$ cat config.mk
export PLATFORM = sky130hd
export DESIGN_NAME = nprt_front
export DESIGN_NICKNAME = d
export VERILOG_FILES = /design/src/hdl/nprt_pkg.sv /design/src/hdl/nprt_front.sv
export SDC_FILE = /design/constraint.sdc
export NUM_CORES = 1
export LEC_CHECK = 0
export ABC_AREA = 1
export BUFFER_PORTS_ARGS = -buffer_cell sky130_fd_sc_hd__buf_2
export CAP_MARGIN = 40
export CORE_MARGIN = 3
export CORE_UTILIZATION = 47
export CTS_CLUSTER_SIZE = 28
export DETAILED_ROUTE_END_ITERATION = 10
export GPL_TIMING_DRIVEN = 0
export HOLD_SLACK_MARGIN = 0.12
export PLACE_DENSITY = 0.76
export SKIP_LAST_GASP = 1
export SYNTH_ARGS = -nofsm -noshare
export SYNTH_HDL_FRONTEND = slang
export SYNTH_SLANG_ARGS = --single-unit
$ cat constraint.sdc
create_clock -name clk -period 11.86 [get_ports clk]
set_clock_uncertainty 0.05 [all_clocks]
set_input_delay 0.593 -clock clk [delete_from_list [all_inputs] [get_ports clk]]
set_output_delay 0.593 -clock clk [all_outputs]
set_load 0.005 [all_outputs]
$ cat src/hdl/nprt_pkg.sv
// ----------------------------------------------------------------------------
// nprt_pkg
// Shared types and codes for the NAT port range route table.
// ----------------------------------------------------------------------------
package nprt_pkg;

  localparam logic [2:0] OP_ADD      = 3'd0;
  localparam logic [2:0] OP_DEL      = 3'd1;
  localparam logic [2:0] OP_GET      = 3'd2;
  localparam logic [2:0] OP_LOOKUP   = 3'd3;
  localparam logic [2:0] OP_DEL_NET  = 3'd4;
  localparam logic [2:0] OP_DEL_ALL  = 3'd5;
  localparam logic [2:0] OP_LIST     = 3'd6;
  localparam logic [2:0] OP_BAD      = 3'd7;

  localparam logic [1:0] ST_OK       = 2'd0;
  localparam logic [1:0] ST_EXISTS   = 2'd1;
  localparam logic [1:0] ST_FULL     = 2'd2;
  localparam logic [1:0] ST_MISSING  = 2'd3;

  typedef struct packed {
    logic [2:0]  opcode;
    logic [31:0] nat_addr;
    logic [23:0] net_id;
    logic [15:0] range_min;
    logic [15:0] range_max;
    logic [15:0] pkt_port;
    logic [63:0] under_hi;
    logic [63:0] under_lo;
  } cmd_t;

  typedef struct packed {
    logic [1:0]  status;
    logic [63:0] out_hi;
    logic [63:0] out_lo;
    logic [15:0] out_min;
    logic [15:0] out_max;
    logic [23:0] out_net;
    logic        is_last;
  } res_t;

  typedef struct packed {
    logic [31:0]  addr;
    logic [23:0]  net;
    logic [15:0]  rmin;
    logic [15:0]  rmax;
    logic [63:0]  uhi;
    logic [63:0]  ulo;
  } entry_t;

endpackage

$ cat src/hdl/nprt_front.sv
// ----------------------------------------------------------------------------
// nprt_front
// Accepts items, unpacks them and feeds a two-entry command queue.
// ----------------------------------------------------------------------------
module nprt_front (
  input  logic               clk,
  input  logic               rst,
  input  logic               s_tvalid,
  output logic               s_tready,
  input  logic [239:0]       s_tdata,
  output logic               q_valid,
  input  logic               q_pop,
  output nprt_pkg::cmd_t     q_cmd
);

  nprt_pkg::cmd_t queue [2];
  logic           wr_ptr;
  logic           rd_ptr;
  logic [1:0]     fill;
  nprt_pkg::cmd_t cmd_in;
  logic           push;

  always_comb begin
    cmd_in.opcode    = s_tdata[2:0];
    cmd_in.nat_addr  = s_tdata[34:3];
    cmd_in.net_id    = s_tdata[58:35];
    cmd_in.range_min = s_tdata[74:59];
    cmd_in.range_max = s_tdata[90:75];
    cmd_in.pkt_port  = s_tdata[106:91];
    cmd_in.under_hi  = s_tdata[170:107];
    cmd_in.under_lo  = s_tdata[234:171];
  end

  assign s_tready = (fill != 2'd2);
  assign push     = s_tvalid && s_tready;
  assign q_valid  = (fill != 2'd0);
  assign q_cmd    = queue[rd_ptr];

  always_ff @(posedge clk) begin
    if (push) begin
      queue[wr_ptr] <= cmd_in;
    end
  end

  always_ff @(posedge clk) begin
    if (rst) begin
      wr_ptr <= 1'b0;
      rd_ptr <= 1'b0;
      fill   <= 2'd0;
    end else begin
      if (push) begin
        wr_ptr <= ~wr_ptr;
      end
      if (q_pop) begin
        rd_ptr <= ~rd_ptr;
      end
      fill <= fill + {1'b0, push} - {1'b0, q_pop};
    end
  end

`ifndef SYNTH
  a_no_pop_empty: assert property (@(posedge clk) disable iff (rst) q_pop |-> q_valid)
    else $error("pop from empty queue");
  a_fill_range: assert property (@(posedge clk) disable iff (rst) fill != 2'd3)
    else $error("queue fill out of range");
  a_push_full: assert property (@(posedge clk) disable iff (rst)
    (fill == 2'd2 && !q_pop) |=> fill == 2'd2)
    else $error("queue lost an item");
`endif

endmodule

### Word level (Yosys, flattened, before mapping)

Memory sizes are Yosys's and may differ from the RTL's. A register that Yosys moved wholly into a read port is not among the register bits.
Index checks and enable logic that the tools add are counted.

* add/sub/neg operators: 2
* multipliers: 0
* div/mod/pow operators: 0
* $lt $le $gt $ge: 0
* eq/ne operators: 1
* shift-type cells: 0
* mux-type cells: 4
* bitwise operators: 2
* reductions and logical operators: 2

Operator list (number)
* $mux W1: 4
* $add A2 B1 Y2: 1
* $ne A2 B2 Y1 const B: 1
* $not A1 Y1: 2
* $reduce_bool A2 Y1: 1
* $sub A2 B1 Y2: 1
* $logic_and A1 B1 Y1: 1

* register bits after elaboration: 4
* bits in latches: 0
* RAM bits: 470
* memory bits (read-only): 0
* bits of input ports: 244
* output and inout bits: 237
* logic and storage cells: 15
* memories: 1

Memory list
* queue: depth 2, bits a word 235, rd ports 1, clocked after Yosys merged registers in 1, write ports 1, RTL line nprt_front.sv:16 `nprt_pkg::cmd_t queue [2];`

### Longest topological paths before layout

Gate-level depths: netlist (run 1).

* depth after elaboration: 4
* gate-level depth with buffers: 11
* mapped depth without buffers: 11

### Worst setup path before layout (run 1)

Ideal clock, no wire load.

* path kind: input-to-reg
* start point: input port s_tvalid
* end point: memory queue[0][0] (netlist name), enable pin
* setup time: 0.836 ns
* data arrival time: 10.472 ns
* data required time: 10.974 ns
* path slack: 0.502 ns
* stages on the path: 2
* buffers on the path: 0
* path through: nand2_1 > nor2_1

* word-level cells in the longest chain between the ends: 3

Ends and longest elaborated chain
* start: declaration: RTL line nprt_front.sv:8 `input logic s_tvalid,`
* $logic_and A1 B1 Y1: RTL line nprt_front.sv:35 `assign push = s_tvalid && s_tready;`
* $mux W1: RTL line nprt_front.sv:40 `if (push) begin`
* $mux W1 (not written as such): RTL line nprt_front.sv:41 `queue[wr_ptr] <= cmd_in;`
* end: declaration: RTL line nprt_front.sv:16

Every way passes these cells.

==> metrics.cfg, run 1 <==
[run_status]
status=complete, no violations

[sta]
worst_pin_slew_ns=0.717
layout_min_cycle_time_ns=2.62
whs_ns=0.172
post-route-period-util_pct=22.1
rsz0062_at_grt=no
hold_violations=0
slew_headroom_pct=52.1
setup_ws_ns=9.24
fmax_mhz=382
setup_tns_ns=0
final-setup-viol-count=0
slew_violations=0

[place]
placed_area_mm2=0.0212
io_buffers=475
gp_congestion=0.789
placed_cells=1760
place_ws_ns=9.24
hpwl_mm=27.3

[synthesis]
synth_compound_area_share_pct=0.0563
muxShareOfSynthArea_pct=18.0
synthTopCellsByArea=edfxtp_1, mux2_4, mux2_2, buf_6, dfxtp_1
synth_area_mm2=0.0178
synth.avg_cell_area_um2=23.3
ys_types=13
synth-adder-area-share_pct=0.0703
seq_area_frac_synth_pct=79.9
synth_area_leader_cell=edfxtp_1
syn_inst=763
syn_nets=1008
ys_warn_count=0
synth_top_family_by_area=multiplexers
synth_top_area_share_pct=79.3
synth-simple-area-share_pct=0.352
ys_seq_elements=475
synth_xor_area_share_pct=0.0985

[finish]
final_area_mm2=0.0227
nets=1552
final_cells=1853
drive_gt1_share_pct=61.3
fin_util_pct=61.4
area_growth_pct=27.7

[clock_network]
cts_buffers=47
cts_tree=built
numClockSinks=475
clock-root-buffer=clkbuf_16
cts.clk_slew.worst_paths_ns=0.06
ctsHtreeMaxLevel=2
worstSkewPairLatency_ns=0.56
clk_path_buf_depth=3

[global_route]
grt_pass1_wl_mm=57.0
grt-ovfl-total=0
gr-usage-met3_pct=6.63
antenna_found_initial=10
busiest_layer=met2
grt_start_max_net_pins=30
grt.met2_usage_pct=32.3
first_global_vias=9642
use_met1_pct=20.4
track_usage_pct=18.4

[power_and_ir_drop]
total_power_mw=3.98
p_per_area_mw_per_mm2=175
vdd_drop_max_mv=0.124
leakagePower_nw=8.86

[detailed_routing]
antenna_left=0
drt_iter0_drc=347
wl_per_cell_um=20.3
viasPerCell=4.91
dr.pass1.iters=6
via_count=9103
drc=0
drt_wl_total_mm=37.7

[worst_setup_path]
worstPathRequired_ns=11.22
arrival_ns=1.98
regToRegSetupSlack_ns=9.44
cp_slowest_cell=mux2_4
critPathMaxStageDelay_ns=0.33
crit_path_end_kind=output port
cpMostUsedCell=buf_6
path_cells=buf_6 -> buf_6 -> buf_6 -> mux2_4 -> buf_2
cp-start-kind=flop
critPathKind=flop to output port
critPathMaxFanout=10

[floorplanning]
start_util_pct=48.1
coreArea_mm2=0.0370
dieWidth_um=201
fp-row-count=70
io_pins=481
dieArea_mm2=0.0402
fp.dieH_um=201

[min_path]
hold_path_class=primary input to flop

[flow_run]
drv_cap=0

-- cell families (layout without fill, tap and decap cells) --
kind of cell | Yosys count | in the layout
buf+inv | 32 | 611
fa+ha+maj | 1 | 1
compound gates | 2 | 2
simple gates | 16 | 16
other cells | 0 | 7
mux | 235 | 235
xor+xnor | 2 | 2
flops | 475 | 475
-- layout make-up --
cell class / instances / area, um2
Clock inverter: 26 / 194
Timing Repair Buffer: 495 / 2800
Fill cell: 2669 / 14200
Sequential cell: 475 / 14200
Clock buffer: 58 / 1260
Buffer: 26 / 243
Antenna cell: 7 / 17.5
Tap cell: 504 / 631
Inverter: 6 / 22.5
Multi-Input combinational cell: 256 / 3330
-- path summary, 6_finish.rpt --
path	depth (start not counted)	to	startpoint
hold / removal	1	queue[0][121]$_DFFE_PP_	s_tdata[164]
setup / recovery	5	q_cmd[138]	flop
setup reg to reg	7	queue[1][218]$_DFFE_PP_	fill[0]$_SDFF_PP0_
hold reg to reg	2	wr_ptr$_SDFFE_PP0P_	wr_ptr$_SDFFE_PP0P_
-- per-layer routing --
layer / share of wire, % / up-vias
met5: 0.15 / -
met4: 3.3 / 8
met3: 9.1 / 80
met2: 52 / 384
met1: 36 / 4491
li1: - / 4140
-- synthesized netlist by cell type --
library cell  number
a21oi_1            2
buf_2              8
buf_6             18
dfxtp_1            5
edfxtp_1         470
ha_1               1
inv_1              6
mux2_2            85
mux2_4           150
nand2_1            8
nand3_1            2
nor2_1             6
xnor2_1            2
-- where the power goes --
part	switching [mW]	internal (mW)	leakage (nW)
logic	0.261	0.287	3.71
registers	0.0313	2.01	4.42
clock network	0.581	0.815	0.726
total	0.873	3.11	8.86
-- repair_timing --
item                                    in CTS  in global routing
setup buffers                                0                  0
endpoints found under the hold margin        3                  0
hold buffers                                 2                  0
gates resized for setup                      0                  0
endpoints found under the setup margin       0                  0
-- cells in the final DEF (no fill, tap or decap) --
| cell | instances |
|---|---|
| nand2_1 | 8 |
| buf_16 | 6 |
| clkinv_1 | 9 |
| clkbuf_1 | 9 |
| ha_1 | 1 |
| buf_6 | 18 |
| nor2_4 | 2 |
| xnor2_1 | 2 |
| inv_1 | 6 |
| mux2_2 | 85 |
| a21oi_1 | 2 |
| clkinv_2 | 14 |
| dlygate4sd3_1 | 2 |
| buf_2 | 483 |
| mux2_4 | 150 |
| nor2_1 | 4 |
| edfxtp_1 | 470 |
| bufinv_16 | 3 |
| dfxtp_1 | 5 |
| nand3_1 | 2 |
| clkbuf_16 | 49 |
| diode_2 | 7 |
| buf_12 | 12 |
-- flip-flops by register name (all words and copies together), names as in the netlist, named ones only --
signal and flops:
queue 470, fill 2, rd_ptr 1, wr_ptr 1
-- worst max-delay path: cells and delay by family, from the launching register on --
| kind | cells | cell delay, ns |
|---|---|---|
| buffers and inverters | 4 | 0.74 |
| multiplexers | 1 | 0.33 |
| flip-flops | 1 | 0.32 |
No activity file was read; power rests on OpenSTA's default activity.
==> run 2: changes to the inputs <==
- clock period: 11.86 -> 2.2 ns (I/O delays scaled with it)
==> metrics.cfg, run 2 (synthesis gave the netlist of run 1 again) <==
[power_and_ir_drop]
leakagePower_nw=9.84
total_power_mw=22.0
p_per_area_mw_per_mm2=877
vdd_drop_max_mv=0.798

[worst_setup_path]
worstPathRequired_ns=2.04
cp-start-kind=flop
critPathMaxFanout=10
crit_path_end_kind=output port
arrival_ns=1.96
critPathKind=flop to output port

[finish]
nFillCells=2312
multi_input_area_mm2=0.00335
drive_gt1_share_pct=52.4
final-seq-area_mm2=0.0142
final_common_cell=buf_2
nets=1793
reg_top3=queue (470), fill (2)
area_growth_pct=40.9
largest_reg_flops=470
mostFrequentLayoutCells=buf_2, edfxtp_1, dlygate4sd3_1
max_flop_register=queue

[clock_network]
cts_buffers=48
cts_tree=built
cts.clk_slew.worst_paths_ns=0.06
ctsHtreeMaxLevel=2
clock-root-buffer=clkbuf_16
worstSkewPairLatency_ns=0.56
numClockSinks=475
clk_path_buf_depth=3

[place]
io_buffers=475
gp_congestion=0.742
hpwl_mm=27.3

[sta]
final-setup-viol-count=0
whs_ns=0.212
hold_violations=0
post-route-period-util_pct=96.5
rsz0062_at_grt=yes
fmax_mhz=471
slew_violations=0
worst_pin_slew_ns=0.551
slew_headroom_pct=63.2
layout_min_cycle_time_ns=2.12

[detailed_routing]
via_count=10400
drt_wl_total_mm=44.7
wl_per_cell_um=21.4
dr.pass1.iters=5
viasPerCell=4.97
drt_iter0_drc=493
antenna_left=0
drc=0

[global_route]
first_global_vias=11500
grt_start_max_net_pins=30
grt_pass1_wl_mm=67.7
track_usage_pct=21.9
grt-ovfl-total=0
antenna_found_initial=3

[floorplanning]
dieWidth_um=201
dieArea_mm2=0.0402
start_util_pct=48.1
coreArea_mm2=0.0370
fp-row-count=70
io_pins=481
fp.dieH_um=201

[run_status]
status=complete, no violations

[flow_run]
drv_cap=0

[min_path]
hold_path_class=primary input to flop

[run 2: what timing repair did]
| action | in CTS | in global routing |
|---|---|---|
| hold buffers | 239 | 0 |
| setup buffers | 2 | 0 |
| pin swaps | 2 | 0 |
| setup endpoints to repair | 167 | 4 |
| gates cloned | 1 | 0 |
| endpoints found under the hold margin | 489 | 0 |
| resized for setup | 2 | 0 |
[run 2: path summary, 6_finish.rpt]
| check | startpoint | to | slack, ns | cells after the start |
|---|---|---|---|---|
| setup reg to reg | wr_ptr$_SDFFE_PP0P_ | queue[1][145]$_DFFE_PP_ | 0.16 | 6 |
| hold reg to reg | rd_ptr$_SDFFE_PP0P_ | flop | 0.49 | 2 |
| hold / removal | s_tdata[186] | queue[1][15]$_DFFE_PP_ | 0.21 | 2 |
| setup / recovery | flop | q_cmd[146] | 0.08 | 5 |
[run 2: cell type report]
class / count / area share [%]
well taps: 504 / 2.52
inverters: 6 / 0.0899
clock inverters: 25 / 0.699
plain buffers: 26 / 0.999
clock buffers: 54 / 4.97
repair buffers: 734 / 20.6
flip-flops and latches: 475 / 56.7
diodes: 3 / 0.0300
multi-input cells: 257 / 13.4
[run 2: worst max-delay path, stage by stage (launching register included)]
cell and delay, ns:
dfxtp_1 0.32, buf_6 0.17, buf_8 0.20, buf_6 0.22
mux2_4 0.35, buf_2 0.14
[run 2: layer usage]
metal / track usage [%] / routed length (um) / part of all wire, % / vias up
li1: - / - / - / 4606
met1: 24.1 / 15700 / 35 / 5139
met2: 40.0 / 23800 / 53 / 493
met3: 5.35 / 3160 / 7.1 / 116
met4: 9.89 / 1920 / 4.3 / 2
met5: 0 / 11 / 0.025 / -
[run 2: per-stage QoR]
stage	setup TNS [ns]	area [um2]	setup slack [ns]	cells	utilization (%)
final	0	25100	0.0773	2084	67.8
after global routing	-0.0237	25100	-0.00999	2083	67.8
after CTS	-0.000221	25100	-0.000221	2081	67.8
after detailed placement	-8.61	21200	-0.225	1760	57.4
after global placement	-1947.54	20800	-4.18	1742	56.4
after floorplan	-1063.43	17800	-2.27	763	-
[run 2: power breakdown]
| group | switching (mW) | total (mW) | leakage, nW | internal, mW |
|---|---|---|---|---|
| Sequential | 0.205 | 11.0 | 4.42 | 10.8 |
| Combinational | 1.57 | 3.40 | 4.72 | 1.83 |
| Clock | 3.28 | 7.54 | 0.698 | 4.27 |
| Total | 5.05 | 22.0 | 9.84 | 16.9 |
